$ cat src/sv/tabx_pkg.sv
package tabx_pkg;

    localparam int MAX_STOPS = 8;

    localparam logic [7:0] CH_TAB     = 8'd9;
    localparam logic [7:0] CH_NEWLINE = 8'd10;
    localparam logic [7:0] CH_BLANK   = 8'd32;

    localparam logic [4:0] RESET_WIDTH = 5'd4;
    localparam logic [4:0] WIDTH_CAP   = 5'd16;
    localparam logic [5:0] RUN_CAP     = 6'd63;

    localparam logic [1:0] CFG_DEFAULT_WIDTH  = 2'd0;
    localparam logic [1:0] CFG_STOP_COUNT     = 2'd1;
    localparam logic [1:0] CFG_STOP_POSITIONS = 2'd2;

    typedef enum logic [1:0] {
        ST_IDLE,
        ST_DIV,
        ST_RUN,
        ST_EMIT
    } state_t;

    typedef struct packed {
        logic load_char;
        logic div_start;
        logic div_step;
        logic run_load;
        logic emit_blank;
    } dp_cmd_t;

    typedef struct packed {
        logic is_tab;
        logic out_free;
        logic div_done;
        logic run_last;
    } dp_status_t;

endpackage

$ cat src/sv/tab_expander.sv
// tab expander: text bytes in, bytes out with each tab turned into blanks
// up to the next tab stop (first listed stop past the column, otherwise the
// next multiple of default_width). newline clears the column.
// input channel: in_valid / in_stall / in_char. output channel: out_valid /
// out_stall / out_char / last, where last marks the final item of a byte.
// configuration: cfg_we / cfg_index / cfg_data, to be written only while idle
// (the block does not enforce this); index 0 default_width, 1 stop_count, 2 stop_positions.
// ordinary bytes: one item per cycle while the output register is free, the
// result in that register the cycle after acceptance. a tab: taken while idle,
// then one remainder step per column bit in the bit-serial remainder unit, a
// state to pick the run, then one blank per cycle while the register is free;
// the next byte is taken once the last blank is loaded into that register.
// when out_stall is high the output register holds its item and in_stall
// rises until the register frees up.
// reset clears the column, empties the output register and loads the
// registers with width 4, no stop list.
module tab_expander #(
    parameter int COLUMN_BITS = 10
) (
    input  logic        clk,
    input  logic        rst_n,
    input  logic        cfg_we,
    input  logic [1:0]  cfg_index,
    input  logic [63:0] cfg_data,
    input  logic        in_valid,
    output logic        in_stall,
    input  logic [7:0]  in_char,
    output logic        out_valid,
    input  logic        out_stall,
    output logic [7:0]  out_char,
    output logic        last
);
    import tabx_pkg::*;

    dp_cmd_t    cmd;
    dp_status_t status;

    tabx_ctrl u_ctrl (
        .clk      (clk),
        .rst_n    (rst_n),
        .in_valid (in_valid),
        .in_stall (in_stall),
        .status   (status),
        .cmd      (cmd)
    );

    tabx_datapath #(
        .COLUMN_BITS (COLUMN_BITS)
    ) u_datapath (
        .clk       (clk),
        .rst_n     (rst_n),
        .cfg_we    (cfg_we),
        .cfg_index (cfg_index),
        .cfg_data  (cfg_data),
        .in_char   (in_char),
        .out_char  (out_char),
        .last      (last),
        .out_valid (out_valid),
        .out_stall (out_stall),
        .cmd       (cmd),
        .status    (status)
    );

endmodule

$ cat src/sv/tabx_ctrl.sv
module tabx_ctrl (
    input  logic                  clk,
    input  logic                  rst_n,
    input  logic                  in_valid,
    output logic                  in_stall,
    input  tabx_pkg::dp_status_t  status,
    output tabx_pkg::dp_cmd_t     cmd
);
    import tabx_pkg::*;

    state_t state_reg;
    state_t state_next;

    always_ff @(posedge clk or negedge rst_n)
    begin
        if (!rst_n)
        begin
            state_reg <= ST_IDLE;
        end
        else
        begin
            state_reg <= state_next;
        end
    end

    always_comb
    begin
        state_next = state_reg;
        unique case (state_reg)
            ST_IDLE:
            begin
                if (in_valid && status.out_free && status.is_tab)
                begin
                    state_next = ST_DIV;
                end
            end
            ST_DIV:
            begin
                if (status.div_done)
                begin
                    state_next = ST_RUN;
                end
            end
            ST_RUN:
            begin
                state_next = ST_EMIT;
            end
            ST_EMIT:
            begin
                if (status.out_free && status.run_last)
                begin
                    state_next = ST_IDLE;
                end
            end
            default:
            begin
                state_next = ST_IDLE;
            end
        endcase
    end

    always_comb
    begin
        cmd      = '0;
        in_stall = 1'b1;
        unique case (state_reg)
            ST_IDLE:
            begin
                in_stall = !status.out_free;
                if (in_valid && status.out_free)
                begin
                    if (status.is_tab)
                    begin
                        cmd.div_start = 1'b1;
                    end
                    else
                    begin
                        cmd.load_char = 1'b1;
                    end
                end
            end
            ST_DIV:
            begin
                cmd.div_step = 1'b1;
            end
            ST_RUN:
            begin
                cmd.run_load = 1'b1;
            end
            ST_EMIT:
            begin
                cmd.emit_blank = status.out_free;
            end
            default:
            begin
                cmd = '0;
            end
        endcase
    end

endmodule

$ cat src/sv/tabx_datapath.sv
module tabx_datapath #(
    parameter int COLUMN_BITS = 10
) (
    input  logic                  clk,
    input  logic                  rst_n,
    input  logic                  cfg_we,
    input  logic [1:0]            cfg_index,
    input  logic [63:0]           cfg_data,
    input  logic [7:0]            in_char,
    output logic [7:0]            out_char,
    output logic                  last,
    output logic                  out_valid,
    input  logic                  out_stall,
    input  tabx_pkg::dp_cmd_t     cmd,
    output tabx_pkg::dp_status_t  status
);
    import tabx_pkg::*;

    localparam int CNT_W = $clog2(COLUMN_BITS);
    localparam int CMP_W = (COLUMN_BITS > 8) ? COLUMN_BITS : 8;

    logic [4:0]             default_width_reg;
    logic [3:0]             stop_count_reg;
    logic [63:0]            stop_positions_reg;
    logic [COLUMN_BITS-1:0] column_reg;
    logic [COLUMN_BITS-1:0] column_next;
    logic                   out_valid_reg;
    logic                   out_valid_next;
    logic [CNT_W-1:0]       div_cnt_reg;
    logic [CNT_W-1:0]       div_cnt_next;

    logic [7:0]             out_char_reg;
    logic                   last_reg;
    logic [3:0]             div_rem_reg;
    logic [3:0]             div_rem_next;
    logic [COLUMN_BITS-1:0] div_shift_reg;
    logic [5:0]             run_total_reg;
    logic [5:0]             remain_reg;

    logic                   out_free;
    logic [4:0]             width_eff;
    logic [4:0]             div_trial;
    logic [3:0]             stop_lim;
    logic                   hit;
    logic [7:0]             hit_stop;
    logic [CMP_W-1:0]       col_ext;
    logic [CMP_W-1:0]       hit_diff;
    logic [5:0]             run_calc;
    logic [COLUMN_BITS:0]   sum_one;
    logic [COLUMN_BITS:0]   sum_run;

    assign out_free = !out_valid_reg || !out_stall;

    // zero width acts as 1, anything above the cap acts as the cap
    always_comb
    begin
        if (default_width_reg == 5'd0)
        begin
            width_eff = 5'd1;
        end
        else if (default_width_reg > WIDTH_CAP)
        begin
            width_eff = WIDTH_CAP;
        end
        else
        begin
            width_eff = default_width_reg;
        end
    end

    // one restoring remainder step per cycle, msb of column first
    always_comb
    begin
        div_trial = {div_rem_reg, div_shift_reg[COLUMN_BITS-1]};
        if (div_trial >= width_eff)
        begin
            div_rem_next = 4'(div_trial - width_eff);
        end
        else
        begin
            div_rem_next = div_trial[3:0];
        end
    end

    assign stop_lim = (stop_count_reg > 4'(MAX_STOPS)) ? 4'(MAX_STOPS) : stop_count_reg;
    assign col_ext  = CMP_W'(column_reg);

    // first listed stop beyond the column wins
    always_comb
    begin
        hit      = 1'b0;
        hit_stop = '0;
        for (int i = MAX_STOPS - 1; i >= 0; i--)
        begin
            if ((4'(i) < stop_lim) && (CMP_W'(stop_positions_reg[8*i +: 8]) > col_ext))
            begin
                hit      = 1'b1;
                hit_stop = stop_positions_reg[8*i +: 8];
            end
        end
    end

    always_comb
    begin
        hit_diff = CMP_W'(hit_stop) - col_ext;
        if (hit)
        begin
            run_calc = (hit_diff > CMP_W'(RUN_CAP)) ? RUN_CAP : hit_diff[5:0];
        end
        else
        begin
            run_calc = 6'(width_eff - {1'b0, div_rem_reg});
        end
    end

    assign sum_one = {1'b0, column_reg} + (COLUMN_BITS+1)'(1);
    assign sum_run = {1'b0, column_reg} + (COLUMN_BITS+1)'(run_total_reg);

    always_comb
    begin
        column_next = column_reg;
        if (cmd.load_char)
        begin
            if (in_char == CH_NEWLINE)
            begin
                column_next = '0;
            end
            else
            begin
                column_next = sum_one[COLUMN_BITS] ? '1 : sum_one[COLUMN_BITS-1:0];
            end
        end
        else if (cmd.emit_blank && (remain_reg == 6'd1))
        begin
            column_next = sum_run[COLUMN_BITS] ? '1 : sum_run[COLUMN_BITS-1:0];
        end
    end

    always_comb
    begin
        if (cmd.load_char || cmd.emit_blank)
        begin
            out_valid_next = 1'b1;
        end
        else if (!out_stall)
        begin
            out_valid_next = 1'b0;
        end
        else
        begin
            out_valid_next = out_valid_reg;
        end
    end

    always_comb
    begin
        div_cnt_next = div_cnt_reg;
        if (cmd.div_start)
        begin
            div_cnt_next = CNT_W'(COLUMN_BITS - 1);
        end
        else if (cmd.div_step)
        begin
            div_cnt_next = div_cnt_reg - CNT_W'(1);
        end
    end

    always_ff @(posedge clk or negedge rst_n)
    begin
        if (!rst_n)
        begin
            default_width_reg  <= RESET_WIDTH;
            stop_count_reg     <= '0;
            stop_positions_reg <= '0;
            column_reg         <= '0;
            out_valid_reg      <= 1'b0;
            div_cnt_reg        <= '0;
        end
        else
        begin
            if (cfg_we)
            begin
                unique case (cfg_index)
                    CFG_DEFAULT_WIDTH:  default_width_reg  <= cfg_data[4:0];
                    CFG_STOP_COUNT:     stop_count_reg     <= cfg_data[3:0];
                    CFG_STOP_POSITIONS: stop_positions_reg <= cfg_data;
                    default:            stop_count_reg     <= stop_count_reg;
                endcase
            end
            column_reg    <= column_next;
            out_valid_reg <= out_valid_next;
            div_cnt_reg   <= div_cnt_next;
        end
    end

    always_ff @(posedge clk)
    begin
        if (cmd.load_char)
        begin
            out_char_reg <= in_char;
            last_reg     <= 1'b1;
        end
        else if (cmd.emit_blank)
        begin
            out_char_reg <= CH_BLANK;
            last_reg     <= (remain_reg == 6'd1);
        end
        if (cmd.div_start)
        begin
            div_rem_reg   <= '0;
            div_shift_reg <= column_reg;
        end
        else if (cmd.div_step)
        begin
            div_rem_reg   <= div_rem_next;
            div_shift_reg <= {div_shift_reg[COLUMN_BITS-2:0], 1'b0};
        end
        if (cmd.run_load)
        begin
            run_total_reg <= run_calc;
            remain_reg    <= run_calc;
        end
        else if (cmd.emit_blank)
        begin
            remain_reg <= remain_reg - 6'd1;
        end
    end

    assign out_char  = out_char_reg;
    assign last      = last_reg;
    assign out_valid = out_valid_reg;

    assign status.is_tab   = (in_char == CH_TAB);
    assign status.out_free = out_free;
    assign status.div_done = (div_cnt_reg == '0);
    assign status.run_last = (remain_reg == 6'd1);

endmodule

$ cat config.mk
export PLATFORM = sky130hd
export DESIGN_NAME = tab_expander
export DESIGN_NICKNAME = d
export VERILOG_FILES = /design/src/sv/tabx_pkg.sv /design/src/sv/tab_expander.sv /design/src/sv/tabx_ctrl.sv /design/src/sv/tabx_datapath.sv
export SDC_FILE = /design/constraint.sdc
export NUM_CORES = 1
export LEC_CHECK = 0
export BUFFER_PORTS_ARGS = -buffer_cell sky130_fd_sc_hd__buf_2
export CORE_MARGIN = 5
export CORE_UTILIZATION = 30
export DETAILED_ROUTE_END_ITERATION = 8
export PLACE_DENSITY_LB_ADDON = 0.15
export SYNTH_ARGS = -nofsm -noshare
export SYNTH_HDL_FRONTEND = slang
export SYNTH_SLANG_ARGS = --single-unit
$ cat constraint.sdc
create_clock -name clk -period 9 [get_ports clk]
set_input_delay 0.45 -clock clk [delete_from_list [all_inputs] [get_ports clk]]
set_output_delay 0.45 -clock clk [all_outputs]
set_load 0.005 [all_outputs]
Yosys cells after proc, flatten, opt, wreduce, memory -nomap -nowiden. Index checks and enable logic that the tools add are counted.

Multiply operators: 0. Add/subtract/negate cells: 7. Bitwise operators: 0. Multiplexer cells: 49. Divide/modulo/power cells: 0. Reduce and logical (&&, ||, !) cells: 29. Shifts and indexed selects: 0. Order comparisons: 20. Eq/ne operators: 12.

Operator list (count): 8-bit by 10-bit greater-than comparator with 1-bit output (8); 8-bit two-way mux (10); 10-bit two-way mux (7); 6-bit two-way mux (4); 8-bit by 4-bit == test with 1-bit output (second input constant) (2); 3-bit by 4-bit < comparator with 1-bit output (first input constant) (4); 1-bit two-way mux (16); 4-bit two-way mux (4); 1-bit logical AND (12); 10-bit by 1-bit adder with 11-bit output (second input constant) (1); 10-bit by 6-bit adder with 11-bit output (1); 10-bit by 6-bit greater-than comparator with 1-bit output (second input constant) (1); 2-bit two-way mux (5); 5-bit two-way mux (2); 8-bit by 10-bit subtractor with 10-bit output (1); 1-bit by 4-bit < comparator with 1-bit output (first input constant) (2); 2-bit by 4-bit < comparator with 1-bit output (first input constant) (2); 2-bit one-hot mux with 4 select lines (1); 2-bit nonzero test (4); 2-bit == test (second input constant) (3); 6-bit by 1-bit == test with 1-bit output (second input constant) (1); 2-bit by 1-bit != test with 1-bit output (second input constant) (3); 2-bit AND reduction (3); 5-bit by 4-bit subtractor with 6-bit output (1); 14 further kinds (19).

Bits in registers: 125. Output and inout port bits: 11. Word-level logic and storage cells: 130. Memory bits (read-only): 0. Bits of input ports: 79. Memories: 0. Bits in writable memories: 0. Latch bits: 0.

Depth between registers and ports, before layout. Gate-level depths: netlist of run 1.

Word-level depth: 17. Gate-level depth with buffers: 21. Depth with buffers taken out: 19.

By module. Synthesis of run 1 repeated with hierarchy kept, for this count alone.

Cell total of the unflattened synthesis: 823. Area total of the unflattened synthesis: 8587.0 um^2.

Modules (own cells, without submodules): tabx_datapath (seq. area each 3204.3 um^2, times used 1, area an instance 8390.5 um^2, cells an instance 803); tabx_ctrl (seq. area each 50.0 um^2, times used 1, area an instance 196.4 um^2, cells an instance 20).

Worst setup path before layout of run 1. OpenSTA, ideal clock, no wires.

Path type: register to register. Start point: register u_datapath.column_reg[1] (netlist: u_datapath.col_ext[1]). End point: register u_datapath.remain_reg[2] (data pin). Stages on the path, launching flop included: 21. Setup slack: 4.225 ns. Path buffers: 1. Clock period less this slack: 4.775 ns. Arrival: 4.496 ns. Required time: 8.721 ns. Setup time: 0.279 ns. Cells stage by stage: dfrtp_1 > inv_1 > ha_1 > nand4_1 > nor2_1 > or4_1 > clkbuf_1 > o21ai_0 > a211oi_1 > a211oi_1 > o31a_1 > ha_1 > inv_1 > fa_1 > a211oi_1 > o21bai_1 > a211o_1 > o211ai_1 > nand3_1 > a2111oi_0 > a311oi_1.

Word-level cells in the longest chain between the ends: 15. Elaborated cells between the ends (all ways): 37. Those cells by class: 1 x add/sub; 9 x order compare; 19 x mux; 8 x reduce/logical.

Ends and longest elaborated chain: start, declared (RTL line tabx_datapath.sv:25) `logic [COLUMN_BITS-1:0] column_reg;`; start signal, assigned (RTL line tabx_datapath.sv:190) `column_reg <= column_next;`; 8-bit by 10-bit greater-than comparator with 1-bit output (RTL line tabx_datapath.sv:95) `if ((4'(i) < stop_lim) && (CMP_W'(stop_positions_reg[8*i +: 8]) > col_ext))`; 1-bit logical AND (RTL line tabx_datapath.sv:95); 8-bit two-way mux (8 in series) (RTL line tabx_datapath.sv:95); 8-bit by 10-bit subtractor with 10-bit output (RTL line tabx_datapath.sv:105) `hit_diff = CMP_W'(hit_stop) - col_ext;`; 10-bit by 6-bit greater-than comparator with 1-bit output (RTL line tabx_datapath.sv:108) `run_calc = (hit_diff > CMP_W'(RUN_CAP)) ? RUN_CAP : hit_diff[5:0];`; 6-bit two-way mux (RTL line tabx_datapath.sv:108); 6-bit two-way mux (*) (RTL line tabx_datapath.sv:106) `if (hit)`; 6-bit two-way mux (*) (RTL line tabx_datapath.sv:218) `if (cmd.run_load)`; end signal, assigned (RTL line tabx_datapath.sv:221) `remain_reg <= run_calc;`; end signal, assigned (RTL line tabx_datapath.sv:225) `remain_reg <= remain_reg - 6'd1;`; end, declared (RTL line tabx_datapath.sv:38) `logic [5:0] remain_reg;`.

Mark *: on every way between the ends. The rest lies on a longest branch, timed or not. A chain may end at the register's enable or synchronous reset.

Worst setup path in the final report of run 1.
Start point: register u_datapath.column_reg[7] (netlist: u_datapath.col_ext[7]). End point: register u_datapath.remain_reg[2] (data pin).

The elaborated chain is that of the path after synthesis.

==> summary.txt, run 1 <==
SYNTH
--------------------------------------------------------------------------------------------------------
Nets in the synthesized netlist                                                                     1052
Post-Syn Instances                                                                                   873
Synth unique cells                                                                                    78
Total standard cell area after synthesis                                                      8785 sq um
Leading register cell type out of synthesis                                                 sky130_fd_sc_hd__dfrtp_1
Biggest area consumer among synthesized cells                                               sky130_fd_sc_hd__dfrtp_1
Most frequent cells after synthesis                                                         96 x sky130_fd_sc_hd__ha_1, 89 x sky130_fd_sc_hd__dfrtp_1, 73 x sky130_fd_sc_hd__mux2_2, 64 x sky130_fd_sc_hd__nand2_1, 51 x sky130_fd_sc_hd__o21ai_0
Total number of yosys warnings                                                                         0
Post-synthesis register bit count                                                                    125
Cells taking the most area after synthesis                                                  sky130_fd_sc_hd__dfrtp_1 25%, sky130_fd_sc_hd__ha_1 14%, sky130_fd_sc_hd__edfxtp_1 10%
Number of synthesized flops with an enable pin                                                        30
Mean instance size in the synthesized netlist                                                10.06 sq um
Most used standard cell by instance count after synthesis                                   sky130_fd_sc_hd__ha_1
Share of the yosys chip area belonging to registers                                               0.3705
Async set-or-reset flop fraction in the synthesized netlist                                       0.7200
Synth top area share                                                                              0.2535

POWER AND IR DROP
--------------------------------------------------------------------------------------------------------
Comb pwr share                                                                                     0.546
Seq pwr share                                                                                      0.266
P_int                                                                                         0.002038 W
Switching power                                                                               0.001688 W
Peak supply drop                                                                             0.0001220 V
Leakage power summed over all cells                                                             4.455 nW
Clk pwr share                                                                                      0.188
Power density over the cells                                                                365.1 nW/um^2
Switching power share of the total                                                                0.4531

CLOCK NETWORK
--------------------------------------------------------------------------------------------------------
Quantity of hold-fixing buffers added after cts                                                        0
Post-CTS Setup Inserts                                                                                 0
H-tree depth                                                                                           4
Clock tree from TritonCTS                                                                            yes
Post-CTS clock slew at the launch and capture registers of the worst setup and hold paths        0.07 ns
Post-cts repair resize count                                                                           0
TritonCTS buffer count                                                                                17
Root buf cell                                                                               sky130_fd_sc_hd__clkbuf_16
Number of buffers on the longest clock path                                                            2
Source-to-sink clock delay at the later pin of the worst-skew pair                               0.42 ns
Clock sink count                                                                                     125

STA
--------------------------------------------------------------------------------------------------------
Final critical-path required period                                                             6.137 ns
Slew Limit Fails                                                                                       0
Worst relative slew slack                                                                         0.2012
Post-route setup TNS                                                                                0 ns
Unrepaired setup endpoints after global routing                                                       no
Share of the cycle needed by the critical path after routing                                      0.6819
Number of hold violations in the final report                                                          0
Slew of the pin with the lowest slew margin                                                     1.193 ns
Highest clock frequency the design can meet                                                    163.0 MHz
Worst Clk Skew                                                                                0.01299 ns
Worst Slack Setup Final                                                                         2.863 ns
Count of final setup violators                                                                         0

GRT
--------------------------------------------------------------------------------------------------------
Pin count of the biggest net entering global routing                                                  65
First-pass GRT wire length                                                                  39900 microns
Antenna violations before repair                                                                       0
GRT Util Overall                                                                                  0.1527
Remaining global-route overflow                                                                        0
Via count of the first global-routing pass                                                          7098

PLACED DESIGN
--------------------------------------------------------------------------------------------------------
Dpl ws                                                                                          3.023 ns
DP Wirelength                                                                               19170 microns
Routability-driven placement congestion ratio                                                     0.8498
Port-buffer cells                                                                                     89
Post-Place Cell Area                                                                          9619 sq um

ROUTING
--------------------------------------------------------------------------------------------------------
Vias per inst                                                                                      5.265
Via count                                                                                           7123
Post-route ant nets                                                                                    0
1st-iter DRT viols                                                                                   497
Number of design rule violations left after detail routing                                             0
Average wire per cell in the routed design                                                  18.64 microns
Number of detailed-routing iterations run before antenna repair                                        5
Final routed wirelength across all metal layers                                             25220 microns

DIE
--------------------------------------------------------------------------------------------------------
Full die area                                                                                32800 sq um
Number of placed I/O pins                                                                             90
Std-Cell Rows                                                                                         62
Core area                                                                                    28780 sq um
Die width                                                                                   181.1 microns
Die Y-Extent                                                                                181.1 microns
Starting utilization of the core area                                                             0.3052

SETUP PATH
--------------------------------------------------------------------------------------------------------
Data arrival, critical path                                                                      6.27 ns
Kind of start point of the critical path                                                            flop
Data required time at the worst endpoint                                                         9.13 ns
FF-to-FF setup slack                                                                             2.86 ns
Largest fanout of any net on the critical path                                                        23
Critical path, cell by cell                                                                 inv_1 -> ha_1 -> a2111oi_0 -> a31oi_2 -> a21o_1 -> a211oi_1 -> o31a_1 -> ha_1 -> inv_1 -> fa_1 -> a211oi_1 -> o21bai_1 -> a211o_1 -> o211ai_1 -> nand3_1 -> a2111oi_0 -> a311oi_1
CP Capture Type                                                                                     flop
Worst path buffer plus inverter count                                                                  2
Delay contributed by the slowest stage of the critical path                                      0.66 ns
Startpoint of the lowest-slack register-to-register path                                    u_datapath.col_ext[7]
Slowest library cell on the worst path                                                      sky130_fd_sc_hd__a2111oi_0
Kind of cell adding the most delay to the critical path                                     compound AO/OA/AOI/OAI gates
Reg2Reg Capture Point                                                                       u_datapath.remain_reg[2]
R2r worst-path depth                                                                                  17
Startpoint-to-endpoint class of the critical path                                           flop to flop

FINAL LAYOUT
--------------------------------------------------------------------------------------------------------
Final Util                                                                                        0.3547
Area taken by flip-flops and latches                                                          3254 sq um
Layout Cell Area excl Fill                                                                   10210 sq um
Antenna diode count                                                                                    0
Count of nets after finishing                                                                       1135
Max reg flops                                                                                         64
Multi-input gate area                                                                         5226 sq um
Number of fill cells                                                                                2912
Share of cells above drive strength 1                                                             0.2291
Synthesis-to-layout area growth                                                                   16.19%

JOB
--------------------------------------------------------------------------------------------------------
Maxcap violations                                                                                      0

MIN PATH
--------------------------------------------------------------------------------------------------------
Min-delay worst type                                                                        input pin to asynchronous set/reset pin

OUTCOME
--------------------------------------------------------------------------------------------------------
Run status                                                                                  complete, no violations

-- routing by layer --
metal / up-vias / global-route usage / wire length (microns)
met5: - / 0 / 0
met4: 0 / 0.03182 / 274
met3: 18 / 0.02594 / 775
met2: 121 / 0.2565 / 12220
met1: 3504 / 0.2079 / 11950
li1: 3480 / - / -
-- metrics by stage --
| step | cells | total power [W] | hold slack (ns) |
|---|---|---|---|
| after floorplan | 873 | 0.002459 | 0.1544 |
| after CTS | 1353 | 0.003756 | 0.02596 |
| after global placement | 1321 | 0.003030 | 0.4373 |
| after global routing | 1353 | 0.004040 | 0.05248 |
| after detailed placement | 1321 | 0.003035 | 0.4418 |
| final | 1353 | 0.003726 | 0.009659 |
-- worst max path at each step --
stage | cells after the start | start | slack, ns | endpoint
3_3_place_gp | 19 | u_datapath.col_ext[1] | 3.21 | u_datapath.remain_reg[4]
2_1_floorplan | 20 | u_datapath.col_ext[1] | 4.23 | u_datapath.remain_reg[2]
6_report | 17 | u_datapath.col_ext[7] | 2.86 | u_datapath.remain_reg[2]
3_5_place_dp | 19 | u_datapath.col_ext[1] | 3.02 | u_datapath.remain_reg[2]
4_1_cts | 19 | u_datapath.col_ext[1] | 2.99 | u_datapath.remain_reg[2]
5_1_grt | 17 | u_datapath.col_ext[7] | 2.45 | u_datapath.remain_reg[2]
-- power by group through the flow --
stage | logic [W] | registers [W] | clock network (W)
after floorplan | 0.00154 | 0.000922 | 0
after global placement | 0.00203 | 0.00100 | 0
after detailed placement | 0.00203 | 0.00101 | 0
after CTS | 0.00204 | 0.000995 | 0.000722
after global routing | 0.00228 | 0.00102 | 0.000741
final | 0.00203 | 0.000993 | 0.000699
-- layout by cell type, fill, tap and decap left out, drive strengths merged, types with 11 or more instances in the layout --
cell type / instances
nand2: 64
nor2b: 11
o21a: 13
and2: 15
nand3: 21
a21oi: 49
dfrtp: 89
buf: 92
edfxtp: 30
a21o: 17
clkbuf: 17
nor2: 37
mux2: 73
inv: 55
a211oi: 27
ha: 96
o21ai: 52
a221oi: 11
xnor2: 13
nand4: 14
nor3: 21
o31ai: 14
-- logic make-up (layout without fill, tap and decap cells) --
kind of cell | Yosys count | after routing | synth area share
compound gates | 257 | 257 | 0.2025
xor+xnor | 17 | 17 | 0.01695
fa+ha+maj | 100 | 100 | 0.1458
buf+inv | 78 | 174 | 0.03603
flops | 125 | 125 | 0.3705
mux | 78 | 78 | 0.09927
simple gates | 218 | 218 | 0.1289
-- worst reg2reg max path, cell delays in order (launching register included) --
cell and delay [ns]:
sky130_fd_sc_hd__dfrtp_1 0.41, sky130_fd_sc_hd__inv_1 0.50, sky130_fd_sc_hd__ha_1 0.38, sky130_fd_sc_hd__a2111oi_0 0.66
sky130_fd_sc_hd__a31oi_2 0.58, sky130_fd_sc_hd__a21o_1 0.32, sky130_fd_sc_hd__a211oi_1 0.32, sky130_fd_sc_hd__o31a_1 0.19
sky130_fd_sc_hd__ha_1 0.16, sky130_fd_sc_hd__inv_1 0.07, sky130_fd_sc_hd__fa_1 0.45, sky130_fd_sc_hd__a211oi_1 0.31
sky130_fd_sc_hd__o21bai_1 0.15, sky130_fd_sc_hd__a211o_1 0.30, sky130_fd_sc_hd__o211ai_1 0.10, sky130_fd_sc_hd__nand3_1 0.29
sky130_fd_sc_hd__a2111oi_0 0.58, sky130_fd_sc_hd__a311oi_1 0.09
-- area by class of cell --
class | count | share of cell area
clock inverter | 15 | 0.01594
tap | 384 | 0.04707
sequential | 125 | 0.3188
multi-input combinational | 670 | 0.5120
clock buffer | 17 | 0.04168
timing repair buffer | 92 | 0.04609
inverter | 50 | 0.01839
No activity file was read; power rests on OpenSTA's default activity.
==> run 2, diff against run 1 <==
ABC_AREA = 1   (was not set)
clock period = 6.07 ns   (was 9 ns; I/O delays follow)
==> run 2 against run 1 <==
  * Final area rose by 3.1%
  * Largest cell class unchanged
  * Fmax grew 36%
  * Critical endpoint is now u_datapath.run_total_reg[2]
  * First-iteration DRC count down 20%
  * Clock power is 60% higher
  * Via count grew 5.8%
  * Cell count increased by 19%
==> summary.txt, run 2 <==
SYNTH
--------------------------------------------------------------------------------------------------------
Cells taking the most area after synthesis                                                  sky130_fd_sc_hd__dfrtp_1 25%, sky130_fd_sc_hd__ha_1 13%, sky130_fd_sc_hd__nand2_1 11%   was sky130_fd_sc_hd__dfrtp_1 25%, sky130_fd_sc_hd__ha_1 14%, sky130_fd_sc_hd__edfxtp_1 10%
Async set-or-reset flop fraction in the synthesized netlist                                       0.7200   unchanged
Nets in the synthesized netlist                                                                     1298   was 1052
Share of the yosys chip area belonging to registers                                               0.3598   was 0.3705
Post-Syn Instances                                                                                  1119   was 873
Total number of yosys warnings                                                                         0   unchanged
Mean instance size in the synthesized netlist                                                8.083 sq um   was 10.06 sq um
Synth unique cells                                                                                    48   was 78
Number of synthesized flops with an enable pin                                                        30   unchanged
Leading register cell type out of synthesis                                                 sky130_fd_sc_hd__dfrtp_1   unchanged
Total standard cell area after synthesis                                                      9045 sq um   was 8785 sq um
Post-synthesis register bit count                                                                    125   unchanged
Most used standard cell by instance count after synthesis                                   sky130_fd_sc_hd__nand2_1   was sky130_fd_sc_hd__ha_1
Synth top area share                                                                              0.2462   was 0.2535
Most frequent cells after synthesis                                                         259 x sky130_fd_sc_hd__nand2_1, 141 x sky130_fd_sc_hd__inv_1, 106 x sky130_fd_sc_hd__nor2_1, 96 x sky130_fd_sc_hd__ha_1, 89 x sky130_fd_sc_hd__dfrtp_1   was 96 x sky130_fd_sc_hd__ha_1, 89 x sky130_fd_sc_hd__dfrtp_1, 73 x sky130_fd_sc_hd__mux2_2, 64 x sky130_fd_sc_hd__nand2_1, 51 x sky130_fd_sc_hd__o21ai_0
Biggest area consumer among synthesized cells                                               sky130_fd_sc_hd__dfrtp_1   unchanged

DIE
--------------------------------------------------------------------------------------------------------
Starting utilization of the core area                                                             0.3044   was 0.3052
Core area                                                                                    29720 sq um   was 28780 sq um
Die Y-Extent                                                                                183.6 microns   was 181.1 microns
Full die area                                                                                33720 sq um   was 32800 sq um
Die width                                                                                   183.6 microns   was 181.1 microns
Std-Cell Rows                                                                                         63   was 62
Number of placed I/O pins                                                                             90   unchanged

POWER AND IR DROP
--------------------------------------------------------------------------------------------------------
Peak supply drop                                                                             0.0002311 V   was 0.0001220 V
Clk pwr share                                                                                      0.212   was 0.188
Seq pwr share                                                                                      0.264   was 0.266
Leakage power summed over all cells                                                             5.410 nW   was 4.455 nW
Switching power share of the total                                                                0.4516   was 0.4531
Switching power                                                                               0.002391 W   was 0.001688 W
P_int                                                                                         0.002903 W   was 0.002038 W
Power density over the cells                                                                502.9 nW/um^2   was 365.1 nW/um^2
Comb pwr share                                                                                     0.524   was 0.546

OUTCOME
--------------------------------------------------------------------------------------------------------
Run status                                                                                  complete, no violations   unchanged

GRT
--------------------------------------------------------------------------------------------------------
Busiest layer in global routing                                                                     met2   unchanged
Remaining global-route overflow                                                                        0   unchanged
Via count of the first global-routing pass                                                          7615   was 7098
Pin count of the biggest net entering global routing                                                  84   was 65
Antenna violations before repair                                                                       0   unchanged
GRT Util Overall                                                                                  0.1522   was 0.1527
First-pass GRT wire length                                                                  40510 microns   was 39900 microns
GRT met2 Usage                                                                                    0.2625   was 0.2565
Met1 Usage GRT                                                                                    0.1947   was 0.2079
Global routing met3 resource utilization                                                         0.02810   was 0.02594

CLOCK NETWORK
--------------------------------------------------------------------------------------------------------
Root buf cell                                                                               sky130_fd_sc_hd__clkbuf_16   unchanged
Source-to-sink clock delay at the later pin of the worst-skew pair                               0.44 ns   was 0.42 ns
Post-CTS clock slew at the launch and capture registers of the worst setup and hold paths        0.07 ns   about the same
TritonCTS buffer count                                                                                17   unchanged
Clock sink count                                                                                     125   unchanged
Number of buffers on the longest clock path                                                            2   unchanged
Post-cts repair resize count                                                                           0   unchanged
H-tree depth                                                                                           4   unchanged
Clock tree from TritonCTS                                                                            yes   unchanged

STA
--------------------------------------------------------------------------------------------------------
Slew of the pin with the lowest slew margin                                                     1.036 ns   was 1.193 ns
Number of hold violations in the final report                                                          0   unchanged
Share of the cycle needed by the critical path after routing                                      0.7454   was 0.6819
Highest clock frequency the design can meet                                                    221.0 MHz   was 163.0 MHz
Count of final setup violators                                                                         0   unchanged
Final critical-path required period                                                             4.525 ns   was 6.137 ns
Post-route setup TNS                                                                                0 ns   unchanged
Worst-case hold slack                                                                         0.09489 ns   was 0.009659 ns
Slew Limit Fails                                                                                       0   unchanged
Unrepaired setup endpoints after global routing                                                       no   unchanged
Worst Clk Skew                                                                                0.01005 ns   was 0.01299 ns
Worst relative slew slack                                                                         0.3094   was 0.2012

FINAL LAYOUT
--------------------------------------------------------------------------------------------------------
Area taken by flip-flops and latches                                                          3254 sq um   unchanged
Share of cells above drive strength 1                                                             0.1738   was 0.2291
Max reg flops                                                                                         64   unchanged
Synthesis-to-layout area growth                                                                   16.38%   was 16.19%
Antenna diode count                                                                                    0   unchanged
Multi-input gate area                                                                         5134 sq um   was 5226 sq um
Highest-count cells in the layout ignoring fill and taps                                    259 x sky130_fd_sc_hd__nand2_1, 141 x sky130_fd_sc_hd__inv_1, 106 x sky130_fd_sc_hd__nor2_1   was 96 x sky130_fd_sc_hd__ha_1, 89 x sky130_fd_sc_hd__dfrtp_1, 88 x sky130_fd_sc_hd__buf_2
Count of nets after finishing                                                                       1386   was 1135
Post-layout instance count excluding filler cells                                                   1610   was 1353
Number of fill cells                                                                                3131   was 2912
Most common library cell in the layout ignoring fill and taps                               sky130_fd_sc_hd__nand2_1   was sky130_fd_sc_hd__ha_1

PLACED DESIGN
--------------------------------------------------------------------------------------------------------
DP Wirelength                                                                               18670 microns   was 19170 microns
Port-buffer cells                                                                                     89   unchanged
Inst Count DP                                                                                       1577   was 1321
Routability-driven placement congestion ratio                                                     0.8454   was 0.8498

SETUP PATH
--------------------------------------------------------------------------------------------------------
Reg2Reg Capture Point                                                                       u_datapath.run_total_reg[2]   was u_datapath.remain_reg[2]
Startpoint of the lowest-slack register-to-register path                                    u_datapath.col_ext[5]   was u_datapath.col_ext[7]
CP Capture Type                                                                                     flop   unchanged
R2r worst-path depth                                                                                  22   was 17
Critical path, cell by cell                                                                 inv_1 -> ha_1 -> nand2_1 -> nor2_1 -> nand3_2 -> nand3_4 -> nand3_2 -> nand3_1 -> nand2_1 -> nand2_1 -> nand2_1 -> a21oi_1 -> ha_1 -> inv_1 -> fa_1 -> a21oi_1 -> nor2_1 -> nor2_1 -> nand2_1 -> nor2_1 -> nand2_1 -> and2_1   was inv_1 -> ha_1 -> a2111oi_0 -> a31oi_2 -> a21o_1 -> a211oi_1 -> o31a_1 -> ha_1 -> inv_1 -> fa_1 -> a211oi_1 -> o21bai_1 -> a211o_1 -> o211ai_1 -> nand3_1 -> a2111oi_0 -> a311oi_1
Data arrival, critical path                                                                      4.71 ns   was 6.27 ns
FF-to-FF setup slack                                                                             1.55 ns   was 2.86 ns
Data required time at the worst endpoint                                                         6.26 ns   was 9.13 ns
Startpoint-to-endpoint class of the critical path                                           flop to flop   unchanged
Kind of start point of the critical path                                                            flop   unchanged
Delay contributed by the slowest stage of the critical path                                      0.46 ns   was 0.66 ns
Largest fanout of any net on the critical path                                                        12   was 23
Worst setup path start                                                                      u_datapath.col_ext[5]   was u_datapath.col_ext[7]
Dominant cell type by count on the critical path                                            sky130_fd_sc_hd__nand2_1
Termination of the worst setup path                                                         u_datapath.run_total_reg[2]   was u_datapath.remain_reg[2]
Slowest library cell on the worst path                                                      sky130_fd_sc_hd__dfrtp_1   was sky130_fd_sc_hd__a2111oi_0

MIN PATH
--------------------------------------------------------------------------------------------------------
Min-delay worst type                                                                        input pin to flop   was input pin to asynchronous set/reset pin

ROUTING
--------------------------------------------------------------------------------------------------------
Final routed wirelength across all metal layers                                             24910 microns   was 25220 microns
Number of detailed-routing iterations run before antenna repair                                        5   unchanged
Post-route ant nets                                                                                    0   unchanged
Vias per inst                                                                                      4.683   was 5.265
1st-iter DRT viols                                                                                   397   was 497
Average wire per cell in the routed design                                                  15.47 microns   was 18.64 microns
Via count                                                                                           7539   was 7123
Number of design rule violations left after detail routing                                             0   unchanged

JOB
--------------------------------------------------------------------------------------------------------
Maxcap violations                                                                                      0   unchanged

==> run 2: cell count changes in the layout (fill, tap and decap cells not counted), sizes merged, moves of 13 or more <==
cell	change
nand2	+208
inv	+97
nor2	+75
nand3	+48
mux2	-28
a211oi	-20
nor3	-14
a21o	-13
and2	-13
o31ai	-13
==> run 2: through the flow <==
stage               instance area [sq um]  setup WS, ns  total power (W)    util
finish                              10530         1.545         0.005294  0.3542
global route                        10530         1.098         0.005853  0.3542
global placement                     9886         1.545         0.004191  0.3327
CTS                                 10530         1.523         0.005357  0.3542
detailed placement                   9886         1.543         0.004197  0.3327
floorplan                            9045         2.372         0.003454       -
==> run 2: repair_timing <==
action                    4_1_cts  5_1_grt
hold buffers                    1        0
hold endpoints to repair       44        0
setup buffers                   0        0
==> run 2: critical path, delay by kind of cell (launching register included) <==
kind	cells	cell delay, ns
simple gates	15	1.85
fa+ha+maj	3	1.12
buf+inv	2	0.44
flops	1	0.46
compound gates	2	0.42
==> run 2: kinds of logic (layout without fill, tap and decap cells) <==
logic type	Yosys count	in the layout	share of synthesized area
simple gates	498	498	0.2489
buf+inv	169	270	0.07401
compound gates	161	161	0.09932
flops	125	125	0.3598
fa+ha+maj	100	100	0.1417
mux	45	45	0.05602
xor+xnor	21	21	0.02034
==> run 2: worst min-delay path by stage <==
stage,endpoint,startpoint,cells after the start,slack [ns]
floorplan,u_ctrl.state_reg[0],rst_n,0,0.008
global placement,u_datapath.div_cnt_reg[2],rst_n,1,0.37
detailed placement,u_datapath.div_cnt_reg[2],rst_n,1,0.37
CTS,u_datapath.stop_positions_reg[49],cfg_data[49],2,0.08
global route,u_datapath.stop_positions_reg[50],cfg_data[50],2,0.08
finish,u_datapath.stop_positions_reg[10],cfg_data[10],2,0.09
==> run 2: routing by layer <==
layer	share of wire	up-vias
met2	0.49	150
met3	0.039	32
li1	-	3879
met4	0.015	0
met5	0	-
met1	0.46	3478
==> run 2: power by group through the flow <==
stage / combinational, W / clock, W / sequential [W]
6_report: 0.00277 / 0.00112 / 0.00140
5_1_grt: 0.00324 / 0.00118 / 0.00143
3_3_place_gp: 0.00277 / 0 / 0.00142
3_5_place_dp: 0.00278 / 0 / 0.00142
4_1_cts: 0.00280 / 0.00115 / 0.00140
2_1_floorplan: 0.00213 / 0 / 0.00132
==> run 2: cell type report <==
cell class | instances | area share
Timing Repair Buffer | 91 | 0.04422
Clock inverter | 14 | 0.01712
Sequential cell | 125 | 0.3092
Tap cell | 390 | 0.04636
Inverter | 147 | 0.05266
Clock buffer | 18 | 0.04279
Multi-Input combinational cell | 825 | 0.4877
==> run 3, diff against run 2 <==
clock period = 3.9 ns   (was 6.07 ns; I/O delays follow)
==> run 3 against run 2 <==
  * Die area unchanged
  * Combinational power up 91%
  * Setup slack worse by 1.3 ns
  * Critical path depth up 3
  * Utilization up 4.3 points
  * Via count up 5.7%
  * Clock skew up 0.0069 ns
  * Routed wire length up 5.4%
  * Largest power group unchanged
==> summary.txt, run 3 (synthesis gave the netlist of run 2 again) <==
OUTCOME
--------------------------------------------------------------------------------------------------------
Run status                                                                                  complete, no violations   unchanged

FINAL LAYOUT
--------------------------------------------------------------------------------------------------------
Multi-input gate area                                                                         5309 sq um   was 5134 sq um
Final Util                                                                                        0.3971   was 0.3542
Area taken by flip-flops and latches                                                          3254 sq um   unchanged
Number of fill cells                                                                                3061   was 3131
Count of nets after finishing                                                                       1506   was 1386
Max reg flops                                                                                         64   unchanged
Antenna diode count                                                                                    0   unchanged
Highest-count cells in the layout ignoring fill and taps                                    256 x sky130_fd_sc_hd__nand2_1, 138 x sky130_fd_sc_hd__inv_1, 100 x sky130_fd_sc_hd__nor2_1   was 259 x sky130_fd_sc_hd__nand2_1, 141 x sky130_fd_sc_hd__inv_1, 106 x sky130_fd_sc_hd__nor2_1
Synthesis-to-layout area growth                                                                   30.46%   was 16.38%
Share of cells above drive strength 1                                                             0.2381   was 0.1738
Most common library cell in the layout ignoring fill and taps                               sky130_fd_sc_hd__nand2_1   unchanged

SETUP PATH
--------------------------------------------------------------------------------------------------------
Largest fanout of any net on the critical path                                                        12   unchanged
Startpoint of the lowest-slack register-to-register path                                    u_datapath.col_ext[7]   was u_datapath.col_ext[5]
CP Capture Type                                                                                     flop   unchanged
Worst setup path start                                                                      u_datapath.col_ext[7]   was u_datapath.col_ext[5]
Data arrival, critical path                                                                      3.82 ns   was 4.71 ns
FF-to-FF setup slack                                                                             0.25 ns   was 1.55 ns
Reg2Reg Capture Point                                                                       u_datapath.remain_reg[3]   was u_datapath.run_total_reg[2]
Worst path buffer plus inverter count                                                                  4   was 2
Data required time at the worst endpoint                                                         4.07 ns   was 6.26 ns
Kind of start point of the critical path                                                            flop   unchanged
Total number of cells along the worst setup path                                                      25   was 22
Kind of cell adding the most delay to the critical path                                     simple AND/OR/NAND/NOR gates   unchanged
R2r worst-path depth                                                                                  25   was 22
Termination of the worst setup path                                                         u_datapath.remain_reg[3]   was u_datapath.run_total_reg[2]
Startpoint-to-endpoint class of the critical path                                           flop to flop   unchanged
Dominant cell type by count on the critical path                                            sky130_fd_sc_hd__nand2_1   unchanged
Delay contributed by the slowest stage of the critical path                                      0.35 ns   was 0.46 ns
Slowest library cell on the worst path                                                      sky130_fd_sc_hd__dfrtp_1   unchanged

CLOCK NETWORK
--------------------------------------------------------------------------------------------------------
TritonCTS buffer count                                                                                17   unchanged
Clock sink count                                                                                     125   unchanged
Number of buffers on the longest clock path                                                            2   unchanged
H-tree depth                                                                                           4   unchanged
Post-CTS clock slew at the launch and capture registers of the worst setup and hold paths        0.06 ns   was 0.07 ns
Root buf cell                                                                               sky130_fd_sc_hd__clkbuf_16   unchanged
Source-to-sink clock delay at the later pin of the worst-skew pair                               0.44 ns   about the same
Clock tree from TritonCTS                                                                            yes   unchanged

PLACED DESIGN
--------------------------------------------------------------------------------------------------------
Routability-driven placement congestion ratio                                                     0.8339   was 0.8454
DP Wirelength                                                                               20050 microns   was 18670 microns
Dpl ws                                                                                        0.01466 ns   was 1.543 ns
Port-buffer cells                                                                                     89   unchanged

DIE
--------------------------------------------------------------------------------------------------------
Die Y-Extent                                                                                183.6 microns   unchanged
Std-Cell Rows                                                                                         63   unchanged
Die width                                                                                   183.6 microns   unchanged
Core area                                                                                    29720 sq um   unchanged
Starting utilization of the core area                                                             0.3044   unchanged
Number of placed I/O pins                                                                             90   unchanged
Full die area                                                                                33720 sq um   unchanged

ROUTING
--------------------------------------------------------------------------------------------------------
Number of design rule violations left after detail routing                                             0   unchanged
Post-route ant nets                                                                                    0   unchanged
Number of detailed-routing iterations run before antenna repair                                        4   was 5
Highest metal layer with signal wires                                                               met4   unchanged
Via count                                                                                           7971   was 7539
Met1 Wirelength                                                                             11920 microns   was 11370 microns
Routed wl met3                                                                               762 microns   was 972 microns
Final routed wirelength across all metal layers                                             26260 microns   was 24910 microns
Met2 routed WL                                                                              13240 microns   was 12200 microns
Average wire per cell in the routed design                                                  15.18 microns   was 15.47 microns
1st-iter DRT viols                                                                                   409   was 397
Vias per inst                                                                                      4.608   was 4.683

STA
--------------------------------------------------------------------------------------------------------
Slew of the pin with the lowest slew margin                                                    0.9666 ns   was 1.036 ns
Post-route setup TNS                                                                                0 ns   unchanged
Count of final setup violators                                                                         0   unchanged
Worst Slack Setup Final                                                                        0.2541 ns   was 1.545 ns
Worst Clk Skew                                                                                0.01700 ns   was 0.01005 ns
Worst relative slew slack                                                                         0.3556   was 0.3094
Share of the cycle needed by the critical path after routing                                      0.9348   was 0.7454
Final critical-path required period                                                             3.646 ns   was 4.525 ns
Slew Limit Fails                                                                                       0   unchanged
Unrepaired setup endpoints after global routing                                                       no   unchanged
Highest clock frequency the design can meet                                                    274.3 MHz   was 221.0 MHz
Number of hold violations in the final report                                                          0   unchanged

POWER AND IR DROP
--------------------------------------------------------------------------------------------------------
Power density over the cells                                                                767.2 nW/um^2   was 502.9 nW/um^2
Peak supply drop                                                                             0.0003742 V   was 0.0002311 V
Leakage power summed over all cells                                                             6.000 nW   was 5.410 nW

GRT
--------------------------------------------------------------------------------------------------------
First-pass GRT wire length                                                                  41950 microns   was 40510 microns
Remaining global-route overflow                                                                        0   unchanged
GRT Util Overall                                                                                  0.1582   was 0.1522
Antenna violations before repair                                                                       0   unchanged
Via count of the first global-routing pass                                                          7944   was 7615
Pin count of the biggest net entering global routing                                                  75   was 84

JOB
--------------------------------------------------------------------------------------------------------
Maxcap violations                                                                                      0   unchanged

MIN PATH
--------------------------------------------------------------------------------------------------------
Min-delay worst type                                                                        input pin to flop   unchanged

run 3: cell types whose count changed in the layout (fill, tap and decap cells not counted), moves of 6 or more:
| cell | change |
|---|---|
| sky130_fd_sc_hd__a21oi_1 | -6 |
| sky130_fd_sc_hd__a21oi_2 | +6 |
| sky130_fd_sc_hd__buf_12 | +7 |
| sky130_fd_sc_hd__buf_4 | +64 |
| sky130_fd_sc_hd__dlygate4sd3_1 | +45 |
| sky130_fd_sc_hd__nor2_1 | -6 |
run 3: timing repair:
action,4_1_cts,5_1_grt
cloned,0,0
buffers inserted,0,5
endpoints found under the setup margin,2,12
pin swaps,0,9
hold buffers,46,0
hold endpoints to repair,97,0
gates resized for setup,1,46
run 3: final cells by class:
type / instances / area share
clock buffers: 20 / 0.04050
clock inverters: 12 / 0.01124
inverters: 147 / 0.04718
multi-input cells: 825 / 0.4499
flip-flops and latches: 125 / 0.2758
well taps: 390 / 0.04135
repair buffers: 211 / 0.1340
run 3: how the worst min path moves through the flow:
stage,cells after the start,start,to,slack [ns]
floorplan,0,rst_n,u_ctrl.state_reg[0],-0.10
global placement,1,rst_n,u_datapath.default_width_reg[3],0.34
detailed placement,1,rst_n,u_datapath.div_cnt_reg[0],0.33
CTS,2,cfg_data[17],u_datapath.stop_positions_reg[17],0.002
global route,2,cfg_data[17],u_datapath.stop_positions_reg[17],0.008
finish,3,cfg_data[45],u_datapath.stop_positions_reg[45],0.02
run 3: where the power goes:
group          switching [W]  total (W)  internal [W]
Clock               0.000662    0.00168       0.00102
Sequential          0.000267    0.00210       0.00183
Combinational        0.00301    0.00528       0.00227
run 3: metal layers:
| metal | vias to the layer above | GRT usage |
|---|---|---|
| met5 | - | 0 |
| met4 | 0 | 0.03635 |
| met3 | 25 | 0.02810 |
| met2 | 113 | 0.2822 |
| met1 | 3704 | 0.1993 |
| li1 | 4129 | - |
run 3: worst reg2reg max path, cell delays in order, from the launching register on:
cell and delay, ns:
sky130_fd_sc_hd__dfrtp_1 0.35, sky130_fd_sc_hd__inv_1 0.07, sky130_fd_sc_hd__buf_12 0.16, sky130_fd_sc_hd__ha_1 0.36, sky130_fd_sc_hd__nand2_1 0.09, sky130_fd_sc_hd__o21a_1 0.20, sky130_fd_sc_hd__nand2_1 0.07, sky130_fd_sc_hd__nand2_2 0.10
sky130_fd_sc_hd__buf_4 0.17, sky130_fd_sc_hd__o21ai_0 0.20, sky130_fd_sc_hd__inv_1 0.10, sky130_fd_sc_hd__nand2_1 0.07, sky130_fd_sc_hd__nand2_1 0.06, sky130_fd_sc_hd__nand2_1 0.06, sky130_fd_sc_hd__nand2_1 0.05, sky130_fd_sc_hd__ha_1 0.35
sky130_fd_sc_hd__a21oi_2 0.17, sky130_fd_sc_hd__nand2_1 0.09, sky130_fd_sc_hd__nand4_1 0.10, sky130_fd_sc_hd__nand3_1 0.10, sky130_fd_sc_hd__nand2_2 0.12, sky130_fd_sc_hd__nand2_2 0.07, sky130_fd_sc_hd__nor2_1 0.09, sky130_fd_sc_hd__nand2_1 0.07
sky130_fd_sc_hd__nand3_1 0.07, sky130_fd_sc_hd__nand2_1 0.05
run 3: per-stage QoR:
stage                     power [W]  instance area [sq um]  instances  hold slack (ns)
final                      0.009053                  11800       1730          0.01770
after global routing       0.009919                  11800       1730         0.007853
after CTS                  0.008892                  11570       1725         0.002150
after detailed placement   0.007126                  10500       1647           0.3333
after global placement     0.007122                  10500       1647           0.3377
after floorplan            0.005376                   9045       1119          -0.1006
